### config.mk
export PLATFORM = sky130hd
export DESIGN_NAME = crc_parity_link_error_control_unit
export DESIGN_NICKNAME = d
export VERILOG_FILES = /design/src/crcl_pkg.sv /design/src/crc_parity_link_error_control_unit.sv /design/src/crcl_front.sv /design/src/crcl_queue.sv /design/src/crcl_back.sv
export SDC_FILE = /design/constraint.sdc
export NUM_CORES = 1
export LEC_CHECK = 0
export BUFFER_PORTS_ARGS = -buffer_cell sky130_fd_sc_hd__buf_2
export CAP_MARGIN = 20
export CORE_MARGIN = 5
export CORE_UTILIZATION = 41
export DETAILED_ROUTE_END_ITERATION = 16
export GPL_TIMING_DRIVEN = 0
export HOLD_SLACK_MARGIN = 0.08
export SLEW_MARGIN = 20
export SYNTH_ARGS = -nofsm -noshare
export SYNTH_HDL_FRONTEND = slang
export SYNTH_SLANG_ARGS = --single-unit
export TNS_END_PERCENT = 100
### constraint.sdc
create_clock -name clk -period 7.58 [get_ports clk]
set_input_delay 1.137 -clock clk [delete_from_list [all_inputs] [get_ports clk]]
set_output_delay 1.137 -clock clk [all_outputs]
set_load 0.03 [all_outputs]
### src/crcl_pkg.sv
`timescale 1ns / 1ps
// ----------------------------------------------------------------------------
// crcl_pkg: shared types and constants of the CRC/parity link error control
// Holds the check width, the configuration register indexes, the job record
// that travels from the front part to the back part, and the queue sizing.
// ----------------------------------------------------------------------------
package crcl_pkg;

  // Width of the CRC remainder and of the receive strip line.
  localparam int CHECK_WIDTH = 15;
  // Bits needed to count strip line entries up to CHECK_WIDTH.
  localparam int FILL_W      = $clog2(CHECK_WIDTH + 1);
  // Bits needed to index one check bit.
  localparam int IDX_W       = $clog2(CHECK_WIDTH);

  // Job queue depth between front and back.
  localparam int QUEUE_DEPTH = 4;
  localparam int QPTR_W      = $clog2(QUEUE_DEPTH);
  localparam int QCNT_W      = $clog2(QUEUE_DEPTH + 1);

  // Configuration register indexes.
  localparam logic [1:0] REG_DIRECTION  = 2'd0;
  localparam logic [1:0] REG_CHECK_KIND = 2'd1;
  localparam logic [1:0] REG_GENERATOR  = 2'd2;

  // Reset values of the configuration registers.
  localparam logic                   DIRECTION_RESET  = 1'b0;
  localparam logic                   CHECK_KIND_RESET = 1'b1;
  localparam logic [CHECK_WIDTH-1:0] GENERATOR_RESET  = CHECK_WIDTH'(2429);

  // Direction and check kind codes.
  localparam logic DIR_TRANSMIT = 1'b0;
  localparam logic DIR_RECEIVE  = 1'b1;
  localparam logic KIND_PARITY  = 1'b0;
  localparam logic KIND_CRC     = 1'b1;

  // What follows the optional data bit of a job.
  typedef enum logic [1:0] {
    TAIL_NONE,
    TAIL_PARITY,
    TAIL_CRC,
    TAIL_VERDICT
  } tail_kind_t;

  // Configuration as seen by the front part.
  typedef struct packed {
    logic                   direction;
    logic                   check_kind;
    logic [CHECK_WIDTH-1:0] generator;
  } cfg_t;

  // One job: an optional data bit and an optional tail of check or verdict items.
  typedef struct packed {
    logic                   has_bit;
    logic                   bit_val;
    tail_kind_t             tail;
    logic [CHECK_WIDTH-1:0] data;
  } job_t;

endpackage

### src/crc_parity_link_error_control_unit.sv
`timescale 1ns / 1ps
// ----------------------------------------------------------------------------
// crc_parity_link_error_control_unit: bit-serial CRC-15 / parity link unit
// Top level: configuration registers, front part, job queue and back part.
// ----------------------------------------------------------------------------
// The unit takes one frame bit per clock cycle while the job queue is not
// full and gives one result item per clock cycle while out_ready is high.
// In transmit mode each bit comes out again and the frame end adds one
// parity bit or fifteen CRC bits; in receive mode each bit gives at most
// one output item and the frame end adds one verdict item. The front part
// updates the check state for each accepted bit; the back part emits the
// items from a four-entry job queue, and the input stalls only while that
// queue is full. There is no clearing pass after reset. Configuration is
// written through cfg_we, cfg_index and cfg_wdata while no frame is in flight.
// ----------------------------------------------------------------------------
module crc_parity_link_error_control_unit
  import crcl_pkg::*;
(
  input  logic                   clk,
  input  logic                   rst_n,
  input  logic                   cfg_we,
  input  logic [1:0]             cfg_index,
  input  logic [CHECK_WIDTH-1:0] cfg_wdata,
  input  logic                   in_valid,
  output logic                   in_ready,
  input  logic                   in_data_bit,
  input  logic                   in_frame_end,
  output logic                   out_valid,
  input  logic                   out_ready,
  output logic                   out_bit,
  output logic                   out_is_verdict,
  output logic                   out_error_found,
  output logic                   out_run_end
);

  logic                   direction_r, direction_nxt;
  logic                   check_kind_r, check_kind_nxt;
  logic [CHECK_WIDTH-1:0] generator_r, generator_nxt;

  cfg_t cfg;
  job_t push_job;
  job_t head_job;
  logic q_push, q_pop, q_full, q_empty;

  // Configuration register writes; an unused index is ignored.
  always_comb begin
    direction_nxt  = direction_r;
    check_kind_nxt = check_kind_r;
    generator_nxt  = generator_r;
    if (cfg_we) begin
      case (cfg_index)
        REG_DIRECTION:  direction_nxt  = cfg_wdata[0];
        REG_CHECK_KIND: check_kind_nxt = cfg_wdata[0];
        REG_GENERATOR:  generator_nxt  = cfg_wdata;
        default: ;
      endcase
    end
  end

  always_ff @(posedge clk) begin
    if (!rst_n) begin
      direction_r  <= DIRECTION_RESET;
      check_kind_r <= CHECK_KIND_RESET;
      generator_r  <= GENERATOR_RESET;
    end else begin
      direction_r  <= direction_nxt;
      check_kind_r <= check_kind_nxt;
      generator_r  <= generator_nxt;
    end
  end

  assign cfg.direction  = direction_r;
  assign cfg.check_kind = check_kind_r;
  assign cfg.generator  = generator_r;

  crcl_front u_front (
    .clk          (clk),
    .rst_n        (rst_n),
    .cfg          (cfg),
    .in_valid     (in_valid),
    .in_ready     (in_ready),
    .in_data_bit  (in_data_bit),
    .in_frame_end (in_frame_end),
    .q_full       (q_full),
    .q_push       (q_push),
    .q_job        (push_job)
  );

  crcl_queue u_queue (
    .clk      (clk),
    .rst_n    (rst_n),
    .push     (q_push),
    .push_job (push_job),
    .full     (q_full),
    .pop      (q_pop),
    .head     (head_job),
    .empty    (q_empty)
  );

  crcl_back u_back (
    .clk             (clk),
    .rst_n           (rst_n),
    .q_head          (head_job),
    .q_empty         (q_empty),
    .q_pop           (q_pop),
    .out_valid       (out_valid),
    .out_ready       (out_ready),
    .out_bit         (out_bit),
    .out_is_verdict  (out_is_verdict),
    .out_error_found (out_error_found),
    .out_run_end     (out_run_end)
  );

endmodule

### src/crcl_front.sv
`timescale 1ns / 1ps
// ----------------------------------------------------------------------------
// crcl_front: bit acceptance and classification
// Updates the running CRC, parity and receive strip line for each accepted
// bit, and turns the bit into a job for the back part.
// ----------------------------------------------------------------------------
module crcl_front
  import crcl_pkg::*;
(
  input  logic clk,
  input  logic rst_n,
  input  cfg_t cfg,
  input  logic in_valid,
  output logic in_ready,
  input  logic in_data_bit,
  input  logic in_frame_end,
  input  logic q_full,
  output logic q_push,
  output job_t q_job
);

  logic [CHECK_WIDTH-1:0] remainder_r, remainder_nxt;
  logic                   parity_r, parity_nxt;
  logic [CHECK_WIDTH-1:0] delay_r, delay_nxt;
  logic [FILL_W-1:0]      fill_r, fill_nxt;

  logic                   accept;
  logic                   top_bit;
  logic [CHECK_WIDTH-1:0] rem_upd;
  logic                   par_upd;
  logic [FILL_W-1:0]      fill_upd;
  logic                   rx_emit;
  logic                   rx_bit;
  logic                   rx_err;

  assign in_ready = !q_full;
  assign accept   = in_valid && in_ready;

  // Running check state update for one bit.
  always_comb begin
    top_bit = remainder_r[CHECK_WIDTH-1];
    par_upd = parity_r ^ in_data_bit;
    if (cfg.direction == DIR_TRANSMIT) begin
      rem_upd = {remainder_r[CHECK_WIDTH-2:0], 1'b0} ^
                ((top_bit ^ in_data_bit) ? cfg.generator : '0);
    end else begin
      rem_upd = {remainder_r[CHECK_WIDTH-2:0], in_data_bit} ^
                (top_bit ? cfg.generator : '0);
    end
    fill_upd = (fill_r < FILL_W'(CHECK_WIDTH)) ? fill_r + FILL_W'(1) : fill_r;
  end

  // Receive strip line: release the oldest bit once the line holds the check.
  always_comb begin
    if (cfg.check_kind == KIND_CRC) begin
      rx_emit = (fill_r >= FILL_W'(CHECK_WIDTH));
      rx_bit  = delay_r[CHECK_WIDTH-1];
      if (fill_upd < FILL_W'(CHECK_WIDTH)) begin
        rx_err = 1'b1;
      end else begin
        rx_err = (rem_upd != '0);
      end
    end else begin
      rx_emit = (fill_r != '0);
      rx_bit  = delay_r[0];
      rx_err  = par_upd;
    end
  end

  // Job built from the accepted bit.
  always_comb begin
    q_job = '0;
    if (cfg.direction == DIR_TRANSMIT) begin
      q_job.has_bit = 1'b1;
      q_job.bit_val = in_data_bit;
      if (in_frame_end) begin
        if (cfg.check_kind == KIND_CRC) begin
          q_job.tail = TAIL_CRC;
          q_job.data = rem_upd;
        end else begin
          q_job.tail = TAIL_PARITY;
          q_job.data = CHECK_WIDTH'(par_upd);
        end
      end else begin
        q_job.tail = TAIL_NONE;
      end
    end else begin
      q_job.has_bit = rx_emit;
      q_job.bit_val = rx_bit;
      if (in_frame_end) begin
        q_job.tail = TAIL_VERDICT;
        q_job.data = CHECK_WIDTH'(rx_err);
      end else begin
        q_job.tail = TAIL_NONE;
      end
    end
    q_push = accept && (q_job.has_bit || (q_job.tail != TAIL_NONE));
  end

  // Next state: update on a transfer, clear at the end of a frame.
  always_comb begin
    remainder_nxt = remainder_r;
    parity_nxt    = parity_r;
    delay_nxt     = delay_r;
    fill_nxt      = fill_r;
    if (accept) begin
      if (in_frame_end) begin
        remainder_nxt = '0;
        parity_nxt    = 1'b0;
        delay_nxt     = '0;
        fill_nxt      = '0;
      end else begin
        remainder_nxt = rem_upd;
        parity_nxt    = par_upd;
        if (cfg.direction == DIR_RECEIVE) begin
          delay_nxt = {delay_r[CHECK_WIDTH-2:0], in_data_bit};
          fill_nxt  = fill_upd;
        end
      end
    end
  end

  always_ff @(posedge clk) begin
    if (!rst_n) begin
      remainder_r <= '0;
      parity_r    <= 1'b0;
      delay_r     <= '0;
      fill_r      <= '0;
    end else begin
      remainder_r <= remainder_nxt;
      parity_r    <= parity_nxt;
      delay_r     <= delay_nxt;
      fill_r      <= fill_nxt;
    end
  end

endmodule

### src/crcl_queue.sv
`timescale 1ns / 1ps
// ----------------------------------------------------------------------------
// crcl_queue: job queue between front and back
// A small first-in first-out buffer of jobs so that each side stalls on its own.
// ----------------------------------------------------------------------------
module crcl_queue
  import crcl_pkg::*;
(
  input  logic clk,
  input  logic rst_n,
  input  logic push,
  input  job_t push_job,
  output logic full,
  input  logic pop,
  output job_t head,
  output logic empty
);

  job_t              entry_r [QUEUE_DEPTH];
  logic [QPTR_W-1:0] wr_ptr_r, wr_ptr_nxt;
  logic [QPTR_W-1:0] rd_ptr_r, rd_ptr_nxt;
  logic [QCNT_W-1:0] count_r, count_nxt;

  assign full  = (count_r == QCNT_W'(QUEUE_DEPTH));
  assign empty = (count_r == '0);
  assign head  = entry_r[rd_ptr_r];

  // Pointer and occupancy update.
  always_comb begin
    wr_ptr_nxt = wr_ptr_r;
    rd_ptr_nxt = rd_ptr_r;
    count_nxt  = count_r;
    if (push) begin
      wr_ptr_nxt = (wr_ptr_r == QPTR_W'(QUEUE_DEPTH - 1)) ? '0 : wr_ptr_r + QPTR_W'(1);
    end
    if (pop) begin
      rd_ptr_nxt = (rd_ptr_r == QPTR_W'(QUEUE_DEPTH - 1)) ? '0 : rd_ptr_r + QPTR_W'(1);
    end
    if (push && !pop) begin
      count_nxt = count_r + QCNT_W'(1);
    end else if (pop && !push) begin
      count_nxt = count_r - QCNT_W'(1);
    end
  end

  always_ff @(posedge clk) begin
    if (!rst_n) begin
      wr_ptr_r <= '0;
      rd_ptr_r <= '0;
      count_r  <= '0;
    end else begin
      wr_ptr_r <= wr_ptr_nxt;
      rd_ptr_r <= rd_ptr_nxt;
      count_r  <= count_nxt;
    end
  end

  // Entry storage.
  always_ff @(posedge clk) begin
    if (push) begin
      entry_r[wr_ptr_r] <= push_job;
    end
  end

endmodule

### src/crcl_back.sv
`timescale 1ns / 1ps
// ----------------------------------------------------------------------------
// crcl_back: result serializer
// Walks through the job at the head of the queue and places one result item
// per cycle into the output register whenever that register is free.
// ----------------------------------------------------------------------------
module crcl_back
  import crcl_pkg::*;
(
  input  logic clk,
  input  logic rst_n,
  input  job_t q_head,
  input  logic q_empty,
  output logic q_pop,
  output logic out_valid,
  input  logic out_ready,
  output logic out_bit,
  output logic out_is_verdict,
  output logic out_error_found,
  output logic out_run_end
);

  logic             out_valid_r, out_valid_nxt;
  logic             bit_r, verdict_r, error_r, run_end_r;
  logic             bit_sent_r, bit_sent_nxt;
  logic [IDX_W-1:0] tail_idx_r, tail_idx_nxt;

  logic             out_free;
  logic             load;
  logic             is_bit_item;
  logic             job_done;
  logic [IDX_W-1:0] rev_idx;
  logic             item_bit, item_verdict, item_error, item_run_end;

  assign out_free = !out_valid_r || out_ready;
  assign load     = !q_empty && out_free;
  assign q_pop    = load && job_done;
  assign rev_idx  = IDX_W'(CHECK_WIDTH - 1) - tail_idx_r;

  // Current result item of the head job.
  always_comb begin
    is_bit_item  = q_head.has_bit && !bit_sent_r;
    item_bit     = 1'b0;
    item_verdict = 1'b0;
    item_error   = 1'b0;
    item_run_end = 1'b0;
    job_done     = 1'b1;
    if (is_bit_item) begin
      item_bit = q_head.bit_val;
      job_done = (q_head.tail == TAIL_NONE);
    end else begin
      case (q_head.tail)
        TAIL_PARITY: begin
          item_bit     = q_head.data[0];
          item_run_end = 1'b1;
        end
        TAIL_CRC: begin
          item_bit     = q_head.data[rev_idx];
          item_run_end = (tail_idx_r == IDX_W'(CHECK_WIDTH - 1));
          job_done     = item_run_end;
        end
        TAIL_VERDICT: begin
          item_verdict = 1'b1;
          item_error   = q_head.data[0];
          item_run_end = 1'b1;
        end
        default: begin
          job_done = 1'b1;
        end
      endcase
    end
  end

  // Position within the head job.
  always_comb begin
    bit_sent_nxt = bit_sent_r;
    tail_idx_nxt = tail_idx_r;
    if (load) begin
      if (job_done) begin
        bit_sent_nxt = 1'b0;
        tail_idx_nxt = '0;
      end else if (is_bit_item) begin
        bit_sent_nxt = 1'b1;
      end else begin
        tail_idx_nxt = tail_idx_r + IDX_W'(1);
      end
    end
  end

  // Output register valid.
  always_comb begin
    if (load) begin
      out_valid_nxt = 1'b1;
    end else if (out_ready) begin
      out_valid_nxt = 1'b0;
    end else begin
      out_valid_nxt = out_valid_r;
    end
  end

  always_ff @(posedge clk) begin
    if (!rst_n) begin
      out_valid_r <= 1'b0;
      bit_sent_r  <= 1'b0;
      tail_idx_r  <= '0;
    end else begin
      out_valid_r <= out_valid_nxt;
      bit_sent_r  <= bit_sent_nxt;
      tail_idx_r  <= tail_idx_nxt;
    end
  end

  // Output payload register.
  always_ff @(posedge clk) begin
    if (load) begin
      bit_r     <= item_bit;
      verdict_r <= item_verdict;
      error_r   <= item_error;
      run_end_r <= item_run_end;
    end
  end

  assign out_valid       = out_valid_r;
  assign out_bit         = bit_r;
  assign out_is_verdict  = verdict_r;
  assign out_error_found = error_r;
  assign out_run_end     = run_end_r;

endmodule
# Word level (Yosys, flattened, before mapping)

Memory sizes are Yosys's and may differ from the RTL's. A register that Yosys moved wholly into a read port is not among the register bits.
Index checks and enable logic that the tools add are counted.

Reductions and logical operators: 33
Muxes and demuxes: 42
Add/sub/neg operators: 7
Magnitude comparators: 4
Bitwise gates (word level): 5
Equality and inequality tests: 10

Operators by type and width:

| kind                                                       | number |
|---|---|
| 2-to-1 mux 15 bit                                          | 7 |
| XOR 15 bit                                                 | 2 |
| 2-to-1 mux 4 bit                                           | 5 |
| 2-to-1 mux 19 bit                                          | 1 |
| 2-to-1 mux 1 bit                                           | 17 |
| 2-to-1 mux 17 bit                                          | 1 |
| nonzero test 15 bit                                        | 1 |
| 2-to-1 mux 2 bit                                           | 6 |
| AND reduction 2 bit                                        | 6 |
| == test 2 bit, second input constant                       | 5 |
| nonzero test 2 bit                                         | 5 |
| adder 4 x 1 -> 4 bit, second input constant                | 2 |
| less-than comparator 4 bit, second input constant          | 2 |
| logical AND 1 bit                                          | 7 |
| zero test 1 bit                                            | 6 |
| 2-to-1 mux 3 bit                                           | 2 |
| less-than comparator 4 x 5 -> 1 bit, second input constant | 1 |
| adder 2 x 1 -> 2 bit, second input constant                | 2 |
| binary-select mux 1 bit (select 4 bit)                     | 1 |
| == test 2 x 1 -> 1 bit, second input constant              | 2 |
| == test 4 bit, second input constant                       | 1 |
| greater-or-equal comparator 4 bit, second input constant   | 1 |
| zero test 2 bit                                            | 2 |
| one-hot mux 1 bit (2 select lines)                         | 2 |
| other kinds (11)                                           | 14 |

Bits of input ports: 24
Output and inout bits: 6
Memories: 1
Memory bits (writable): 76
Register bits: 69

Memory list:

| name            | depth | bits a word | rd ports | clocked after Yosys merged registers in | write ports | line             | text |
|---|---|---|---|---|---|---|---|
| u_queue.entry_r | 4     | 19          | 1        | 1                                       | 1           | crcl_queue.sv:19 | `job_t entry_r [QUEUE_DEPTH];` |

# Logic depth before layout (Yosys ltp)

Gate-level depths: netlist of the first run.

Depth after elaboration: 16
Depth in mapped cells: 13
Depth with buffers taken out: 13

# Modules after synthesis

Synthesis of the first run repeated with hierarchy kept, for this count alone.

Cells, all modules: 553
Area, all modules: 6871.6 um^2

Modules (own cells, without submodules):

| module                             | cells each | area an instance (um^2) | instances |
|---|---|---|---|
| crcl_queue                         | 143        | 3243.1                  | 1 |
| crcl_front                         | 260        | 2120.8                  | 1 |
| crcl_back                          | 73         | 774.5                   | 1 |
| crc_parity_link_error_control_unit | 77         | 733.2                   | 1 |

# Worst setup path after synthesis of the first run

Ideal clock, no wire load.

Path kind: register to register
Start point: register with a tool-made name
End point: register u_queue.count_r[2]
Path slack: 4.400 ns
Setup time: 0.076 ns
Data required time: 7.504 ns
Cell stages (with the launch flop): 14
Data arrival time: 3.104 ns
Path buffers: 2
Path through: dfxtp_1 -> buf_2 -> buf_2 -> mux4_2 -> inv_1 -> ha_1 -> nand3_1 -> nand2b_4 -> ha_1 -> inv_1 -> fa_1 -> xor2_1 -> or3_1 -> a21boi_0

RTL lines:

| element                | line             | text |
|---|---|---|
| end signal: assignment | crcl_queue.sv:54 | `count_r <= count_nxt;` |
| end: declaration       | crcl_queue.sv:22 | `logic [QCNT_W-1:0] count_r, count_nxt;` |

==> results of run 1 <==
## layer usage
layer  routed length [microns]  part of all wire, %
met1                      6485                   46
met2                      6749                   48
met3                       641                  4.5
met4                       217                  1.5
met5                         0                    0
## metrics by stage
| step | cells | utilization (%) | worst slack [ns] | hold slack, ns | instance area (sq um) |
|---|---|---|---|---|---|
| global route | 859 | 48.65 | 3.703 | 0.5232 | 7784 |
| finish | 859 | 48.65 | 3.990 | 0.4868 | 7784 |
| detailed placement | 827 | 44.64 | 3.940 | 0.4774 | 7142 |
| global placement | 827 | 44.64 | 3.993 | 0.4624 | 7142 |
| CTS | 859 | 48.65 | 3.926 | 0.4866 | 7784 |
| floorplan | 584 | - | 4.400 | 0.4404 | 6736 |
## Yosys cell counts, types with 6 or more instances
library cell / number
edfxtp_1: 80
nand2_1: 71
dfxtp_1: 67
nor2b_1: 37
nor2_1: 36
clkbuf_1: 22
nand3_1: 19
a22oi_1: 18
inv_1: 17
ha_1: 16
mux4_2: 15
o21ai_0: 14
xor2_1: 13
o31a_1: 12
and2_1: 11
mux2i_1: 11
a21boi_0: 10
a21boi_1: 10
nor3b_1: 9
a21oi_1: 7
buf_2: 6
nor3_1: 6
## cells by family after synthesis
group	Yosys count	share of synthesized area [%]
adder cells (fa/ha/maj)	17	3.269
multiplexers	31	7.764
flip-flops	147	55.57
buffers and inverters	49	3.065
AO/OA/AOI/OAI	101	10.92
XOR/XNOR	20	2.823
AND/OR/NAND/NOR	219	16.59
## worst min-delay path by stage
stage,depth (start not counted),start,end,slack (ns)
2_1_floorplan,2,generator_r[11],generator_r[11],0.44
4_1_cts,2,generator_r[11],generator_r[11],0.49
6_report,2,generator_r[11],generator_r[11],0.49
3_5_place_dp,2,generator_r[11],generator_r[11],0.48
3_3_place_gp,2,generator_r[11],generator_r[11],0.46
5_1_grt,2,generator_r[1],generator_r[1],0.52
## layout make-up
cell class	count	area (sq um)
inverters	17	63.81
fillers	1493	8217
clock inverters	5	55.05
clock buffers	27	586.8
well taps	216	270.3
plain buffers	32	142.6
repair buffers	27	135.1
multi-input cells	388	2786
flip-flops and latches	147	3744
## state kept, by name, summed over array words and instances (netlist names), 3 cells and up, named ones only
name and flops:
u_front.fill_r 4, u_back.tail_idx_r 4, u_queue.entry_r 76, generator_r 15, u_front.remainder_r 15, u_front.delay_r 15
u_queue.count_r 3
## worst max-delay path: cells and delay by family (launching register included)
family / cells / cell delay [ns]
adders and majority gates: 3 / 0.85
buffers and inverters: 4 / 0.82
and+or+nand+nor: 3 / 0.63
muxes: 1 / 0.58
DFF: 1 / 0.30
xor gates and xnor gates: 1 / 0.18
AOI/OAI and AO/OA: 1 / 0.16
## power by group through the flow
| stage | Clock, mW | Sequential, mW | Combinational, mW |
|---|---|---|---|
| after floorplan | 0 | 1.01 | 0.389 |
| after global placement | 0 | 0.985 | 0.539 |
| after detailed placement | 0 | 0.989 | 0.551 |
| after CTS | 0.887 | 0.973 | 0.552 |
| after global routing | 0.926 | 0.980 | 0.601 |
| final | 0.871 | 0.972 | 0.541 |
==> results.py, run 1 <==
metrics = {
    "outcome": {
        "status": "completed",
    },
    "sta": {
        "tns_ns": 0,
        "slew_violations": 0,
        "skew_ns": 0.008713,
        "finalSetupViolations": 0,
        "layout_min_cycle_time_ns": 3.590,
        "finalCritPeriodShare_pct": 47.36,
        "worstMarginPinSlew_ns": 1.081,
        "rsz0062_at_grt": "false",
        "fmax_mhz": 278.6,
        "relSlewSlack_pct": 27.92,
        "hold_violations": 0,
    },
    "pwr": {
        "share_seq_of_total_power_pct": 40.8,
        "p_clk_share_pct": 36.5,
        "comb_power_share_pct": 22.7,
        "p_leak_nw": 2.815,
        "ir_drop_uv": 162.3,
        "power_switching_mw": 0.6647,
        "internal_power_mw": 1.719,
        "total_power_mw": 2.384,
        "switching_share_pct": 27.88,
        "power.density_nw_per_um2": 306.3,
    },
    "placed_design": {
        "port_buffers": 27,
        "hpwl_microns": 10080,
        "place.gp.congestion": 0.8269,
    },
    "setup_path": {
        "rrSetupSlack_ns": 3.99,
        "r2r.worst_path.cells": 13,
        "endpoint": "u_queue.count_r[2]",
        "slowest_delay_ns": 0.58,
        "required_ns": 7.93,
        "cp-start-kind": "flip-flop",
        "critPathKind": "reg -> reg",
        "worst_r2r_endpoint": "u_queue.count_r[2]",
        "slowest_stage": "mux4_2",
        "crit_path_end_kind": "flip-flop",
        "critical_path_arrival_ns": 3.94,
        "cp_max_fo": 10,
        "worstPathCellList": "buf_2, buf_2, mux4_2, inv_1, ha_1, nand3_1, nand2b_4, ha_1, inv_1, fa_1, xor2_1, or3_1, a21boi_0",
    },
    "yosys": {
        "syn_area_per_cell_sq_um": 11.54,
        "yosys.cell_types.count": 60,
        "synth_edf_count": 80,
        "synth_area_leaders": "edfxtp_1 36%, dfxtp_1 20%, mux4_2 5.0%",
        "syn_nets": 625,
        "synthCells": 584,
        "syn-cell-area_sq_um": 6736,
        "ys_seq_area_share_pct": 55.57,
        "synthFlopType": "edfxtp_1",
        "synthArstFlopShare_pct": 0,
        "ys_seq_elements": 147,
        "yosysTopAreaCell": "edfxtp_1",
        "yosys_warnings": 0,
        "yosysTopAreaCellShare_pct": 35.66,
    },
    "routing": {
        "drc": 0,
        "drt_wl_total_microns": 14090,
        "drt-initial-drc-count": 327,
        "antenna_left": 0,
        "vias": 4463,
        "drt_first_pass_iters": 4,
        "avgRoutedWirePerCell_microns": 16.41,
        "routed_via_density": 5.196,
    },
    "grt": {
        "overflow": 0,
        "grt_max_degree": 20,
        "use_met2_pct": 24.56,
        "grt_pass1_vias": 4484,
        "grt_pass1_wl_microns": 22950,
        "grt-busiest-layer": "met2",
        "grt_antenna_before_repair": 0,
        "track_usage_pct": 15.09,
        "met1_usage_pct": 19.34,
        "met3_usage_pct": 4.276,
    },
    "floorplan": {
        "coreArea_sq_um": 16000,
        "die_y_microns": 138.2,
        "dieArea_sq_um": 19090,
        "start_util_pct": 42.10,
        "std_cell_rows": 46,
        "boundaryPins": 30,
        "die_w_microns": 138.2,
    },
    "hold_path": {
        "hp-class": "reg -> reg",
    },
    "cts": {
        "clockRootBuffer": "clkbuf_16",
        "cts.sinks": 147,
        "cts_resized": 0,
        "cts_tree": "yes",
        "cts_setup_buffers": 0,
        "clock_latency_ns": 0.42,
        "clkSlewWorstSetupHoldPaths_ns": 0.06,
        "htree_levels": 4,
        "cts_made_buffers": 17,
        "clk_path_buf_depth": 2,
        "hold_buffers": 0,
    },
    "final_layout": {
        "layout-drive-gt1-share_pct": 14.46,
        "final_common_cell": "edfxtp_1",
        "num_antenna_cells": 0,
        "layout.nets": 671,
        "area_growth_pct": 15.55,
        "layout_common_cells": "80 x edfxtp_1, 71 x nand2_1, 67 x dfxtp_1",
    },
    "job": {
        "drv_cap": 0,
    },
}
No activity file was read; power rests on OpenSTA's default activity.
==> run 2, diff against run 1 <==
Clock period 7.58 ns to 3.5 ns, I/O delays scaled along.
==> run 2 against run 1 <==
- register-to-register slack worse by 3.7 ns
- via count is 0.45% higher
- power up 120%
- fmax increased by 11%
- clock skew down 0.00084 ns
- sequential power up 120%
- flip-flop and latch count did not move
- largest cell class unchanged
==> results.py, run 2 (synthesized netlist as in run 1, its figures left out) <==
metrics = {
    "outcome": {
        "status": "completed",
    },
    "hold_path": {
        "hp-class": "in -> reg",
    },
    "setup_path": {
        "critical-path-top-delay-family": "adder cells",
        "crit_path_end_kind": "flip-flop",
        "crit_buf_inv": 4,
        "worstPathCellList": "buf_6, buf_4, mux4_2, inv_1, ha_2, nand3_1, nand2b_4, ha_1, inv_1, fa_1, xor2_1, or3_1, a21boi_0",
        "critical_path_arrival_ns": 3.58,
        "crit_top_cell": "inv_1",
        "cp-start-kind": "flip-flop",
        "slowest_stage": "dfxtp_2",
        "cp_max_fo": 10,
        "worst_r2r_endpoint": "u_queue.count_r[2]",
        "rrSetupSlack_ns": 0.26,
        "endpoint": "u_queue.count_r[2]",
        "worst-path-stages": 13,
        "slowest_delay_ns": 0.39,
        "critPathKind": "reg -> reg",
        "required_ns": 3.85,
        "r2r.worst_path.cells": 13,
    },
    "sta": {
        "holdWs_ns": 0.3104,
        "relSlewSlack_pct": 29.07,
        "slew_violations": 0,
        "layout_min_cycle_time_ns": 3.236,
        "worstMarginPinSlew_ns": 1.064,
        "finalCritPeriodShare_pct": 92.46,
        "fmax_mhz": 309.0,
        "tns_ns": 0,
        "finalSetupViolations": 0,
        "skew_ns": 0.007868,
        "rsz0062_at_grt": "false",
        "hold_violations": 0,
    },
    "cts": {
        "cts_tree": "yes",
        "hold_buffers": 0,
        "clkSlewWorstSetupHoldPaths_ns": 0.06,
        "clock_latency_ns": 0.42,
        "cts.sinks": 147,
        "htree_levels": 4,
        "clk_path_buf_depth": 2,
        "cts_setup_buffers": 0,
        "cts_made_buffers": 17,
        "clockRootBuffer": "clkbuf_16",
    },
    "final_layout": {
        "final_common_cell": "edfxtp_1",
        "fin_cells": 858,
        "layout_common_cells": "80 x edfxtp_1, 71 x nand2_1, 66 x dfxtp_1",
        "regMostFlops": "u_queue.entry_r",
        "largest_reg_flops": 76,
        "num_antenna_cells": 0,
        "layout-drive-gt1-share_pct": 14.64,
        "area_growth_pct": 15.56,
        "layout.nets": 670,
    },
    "grt": {
        "grt_max_degree": 20,
        "overflow": 0,
        "grt_pass1_vias": 4484,
        "grt_pass1_wl_microns": 22950,
        "track_usage_pct": 15.09,
        "grt_antenna_before_repair": 0,
    },
    "routing": {
        "avgRoutedWirePerCell_microns": 16.32,
        "drc": 0,
        "drt_first_pass_iters": 4,
        "antenna_left": 0,
        "drt-initial-drc-count": 256,
        "vias": 4483,
        "drt_wl_total_microns": 14000,
        "routed_via_density": 5.225,
    },
    "floorplan": {
        "std_cell_rows": 46,
        "boundaryPins": 30,
        "coreArea_sq_um": 16000,
        "dieArea_sq_um": 19090,
        "die_y_microns": 138.2,
        "die_w_microns": 138.2,
        "start_util_pct": 42.10,
    },
    "placed_design": {
        "port_buffers": 27,
        "place.gp.congestion": 0.8269,
        "hpwl_microns": 10080,
        "place_inst": 827,
    },
    "pwr": {
        "p_leak_nw": 2.809,
        "total_power_mw": 5.164,
        "ir_drop_uv": 352.8,
        "power.density_nw_per_um2": 663.4,
    },
    "job": {
        "drv_cap": 0,
    },
}
==> run 2: area by class of cell <==
cell class | instances | area (sq um)
inverters | 17 | 63.81
flip-flops and latches | 147 | 3745
repair buffers | 27 | 135.1
well taps | 216 | 270.3
clock inverters | 5 | 55.05
clock buffers | 27 | 586.8
plain buffers | 31 | 140.1
multi-input cells | 388 | 2789
fillers | 1493 | 8215
==> run 2: worst min-delay path by stage <==
| stage | start | end | slack [ns] | depth (start not counted) |
|---|---|---|---|---|
| 2_1_floorplan | generator_r[11] | generator_r[11] | 0.44 | 2 |
| 3_3_place_gp | generator_r[11] | generator_r[11] | 0.46 | 2 |
| 3_5_place_dp | generator_r[11] | generator_r[11] | 0.48 | 2 |
| 4_1_cts | cfg_wdata[11] | generator_r[11] | 0.29 | 3 |
| 5_1_grt | cfg_wdata[4] | generator_r[4] | 0.30 | 3 |
| 6_report | cfg_wdata[11] | generator_r[11] | 0.31 | 3 |
==> run 2: per-stage QoR <==
step,area (sq um),util (%),setup slack [ns]
after floorplan,6736,-,0.3201
after global placement,7142,44.64,-0.08655
after detailed placement,7142,44.64,-0.1397
after CTS,7789,48.68,0.06143
after global routing,7785,48.66,0.03720
final,7785,48.66,0.2639
==> run 2: where the power goes <==
part,internal (mW),switching [mW]
sequential,2.02,0.0812
combinational,0.481,0.690
clock,1.22,0.668
total,3.73,1.44
==> run 2: repair_timing <==
item / CTS / global route
setup endpoints to repair: 1 / 1
gates resized for setup: 2 / 2
pin swaps: 0 / 0
gates cloned: 0 / 0
==> run 2: worst reg2reg max path, stage by stage (launching register included) <==
cell	delay, ns
dfxtp_2	0.39
buf_6	0.20
buf_4	0.25
mux4_2	0.37
inv_1	0.13
ha_2	0.24
nand3_1	0.15
nand2b_4	0.16
ha_1	0.20
inv_1	0.06
fa_1	0.38
xor2_1	0.18
or3_1	0.30
a21boi_0	0.16
==> run 2: layer usage <==
layer	up-vias	global-route usage (%)	routed length [microns]
met1	2178	19.34	6619
met4	0	5.408	252
met5	-	0	0
li1	2200	-	-
met2	82	24.56	6615
met3	23	4.276	514
==> run 3, diff against run 2 <==
Settings changed: CORE_UTILIZATION 41 to 60, PLACE_DENSITY set to 0.78.
==> run 3 against run 2 <==
- utilization grew 21 points
- critical path type unchanged
- hold slack is essentially flat
- highest routed layer unchanged
- largest cell class unchanged
- clock-buffer cell count grew 1
==> results.py, run 3 (synthesized netlist as in run 1, its figures left out) <==
metrics = {
    "setup_path": {
        "critical_path_arrival_ns": 3.59,
        "cp-start-kind": "flip-flop",
        "cp_max_fo": 10,
        "crit_path_end_kind": "flip-flop",
        "r2r.worst_path.cells": 13,
        "required_ns": 3.84,
        "critPathKind": "reg -> reg",
    },
    "cts": {
        "cts.sinks": 147,
        "cts_setup_buffers": 0,
        "htree_levels": 4,
        "cts_tree": "yes",
        "clkSlewWorstSetupHoldPaths_ns": 0.06,
        "clockRootBuffer": "clkbuf_16",
        "cts_made_buffers": 17,
        "clock_latency_ns": 0.42,
        "clk_path_buf_depth": 2,
    },
    "grt": {
        "grt_max_degree": 20,
        "grt_antenna_before_repair": 0,
        "grt_pass1_vias": 4630,
        "overflow": 0,
        "grt_pass1_wl_microns": 23290,
        "track_usage_pct": 22.74,
    },
    "routing": {
        "routed_via_density": 5.808,
        "drt_wl_total_microns": 13810,
        "drc": 0,
        "avgRoutedWirePerCell_microns": 17.66,
        "vias": 4542,
        "drt_first_pass_iters": 5,
        "drt-initial-drc-count": 244,
        "antenna_left": 0,
    },
    "sta": {
        "worstMarginPinSlew_ns": 1.021,
        "relSlewSlack_pct": 31.92,
        "fmax_mhz": 307.2,
        "fin_ws_ns": 0.2447,
        "finalSetupViolations": 0,
        "skew_ns": 0.008609,
        "tns_ns": 0,
        "finalCritPeriodShare_pct": 93.01,
        "slew_violations": 0,
        "layout_min_cycle_time_ns": 3.255,
        "hold_violations": 0,
    },
    "pwr": {
        "p_leak_nw": 2.776,
        "power.density_nw_per_um2": 661.3,
        "ir_drop_uv": 358.4,
        "total_power_mw": 5.049,
    },
    "placed_design": {
        "place_inst": 751,
        "dp_slack_ns": -0.1669,
        "place.gp.congestion": 0.8334,
        "hpwl_microns": 9561,
        "port_buffers": 27,
    },
    "final_layout": {
        "regArea_sq_um": 3745,
        "utilization_pct": 69.82,
        "layout.nets": 670,
        "num_antenna_cells": 0,
        "fillerInstances": 749,
        "largest_reg_flops": 76,
        "area_growth_pct": 13.34,
        "fin_cells": 782,
        "regMostFlops": "u_queue.entry_r",
        "multi_input_area_sq_um": 2789,
        "layout-drive-gt1-share_pct": 14.02,
        "layout_common_cells": "80 x edfxtp_1, 71 x nand2_1, 66 x dfxtp_1",
        "final_common_cell": "edfxtp_1",
    },
    "job": {
        "drv_cap": 0,
    },
    "floorplan": {
        "start_util_pct": 61.60,
        "std_cell_rows": 38,
        "die_y_microns": 116.0,
        "boundaryPins": 30,
        "die_w_microns": 116.0,
        "dieArea_sq_um": 13450,
        "coreArea_sq_um": 10940,
    },
    "hold_path": {
        "hold_depth": 3,
        "hp-class": "in -> reg",
    },
    "outcome": {
        "status": "completed",
    },
}
==> run 3: area by class of cell <==
cell class | count | share of cell area [%]
Buffer | 31 | 2.032
Clock buffer | 28 | 6.899
Clock inverter | 4 | 0.5900
Inverter | 17 | 0.8358
Multi-Input combinational cell | 388 | 36.53
Sequential cell | 147 | 49.05
Tap cell | 140 | 2.294
Timing Repair Buffer | 27 | 1.770
==> run 3: worst paths after layout <==
kind	from	slack (ns)	to
hold / removal	cfg_wdata[11]	0.31	generator_r[11]
setup / recovery	flip-flop	0.24	u_queue.count_r[2]
setup reg to reg	flip-flop	0.24	u_queue.count_r[2]
hold reg to reg	generator_r[11]	0.47	generator_r[11]
==> run 3: critical path, stage by stage, from the launching register on <==
cell and delay [ns]:
dfxtp_2 0.39, buf_8 0.18, buf_6 0.19, mux4_2 0.35, inv_1 0.13, ha_2 0.24
nand3_1 0.17, nand2b_4 0.17, ha_1 0.20, inv_1 0.07, fa_1 0.39, xor2_1 0.18
or3_1 0.30, a21boi_0 0.20
==> run 3: repair_timing <==
item / 4_1_cts / 5_1_grt
resized for setup: 2 / 6
hold buffers: 0 / 0
endpoints found under the setup margin: 1 / 1
endpoints found under the hold margin: 0 / 0
==> run 3: routing by layer <==
layer	wire length, microns	vias to the layer above	track usage, %	part of all wire, %
li1	-	2205	-	-
met1	6016	2195	29.19	44
met2	6915	121	38.43	50
met3	669	21	5.535	4.8
met4	208	0	6.883	1.5
met5	0	-	0	0
==> run 3: power breakdown <==
group / switching, mW / internal, mW / leakage, nW
Combinational: 0.699 / 0.496 / 1.20
Sequential: 0.0896 / 2.03 / 1.29
Clock: 0.651 / 1.09 / 0.284
==> run 3: through the flow <==
step	hold slack, ns	instance area, sq um
after floorplan	0.4404	6736
after global placement	0.4597	7047
after detailed placement	0.4573	7047
after CTS	0.2998	7624
after global routing	0.3191	7635
final	0.3108	7635
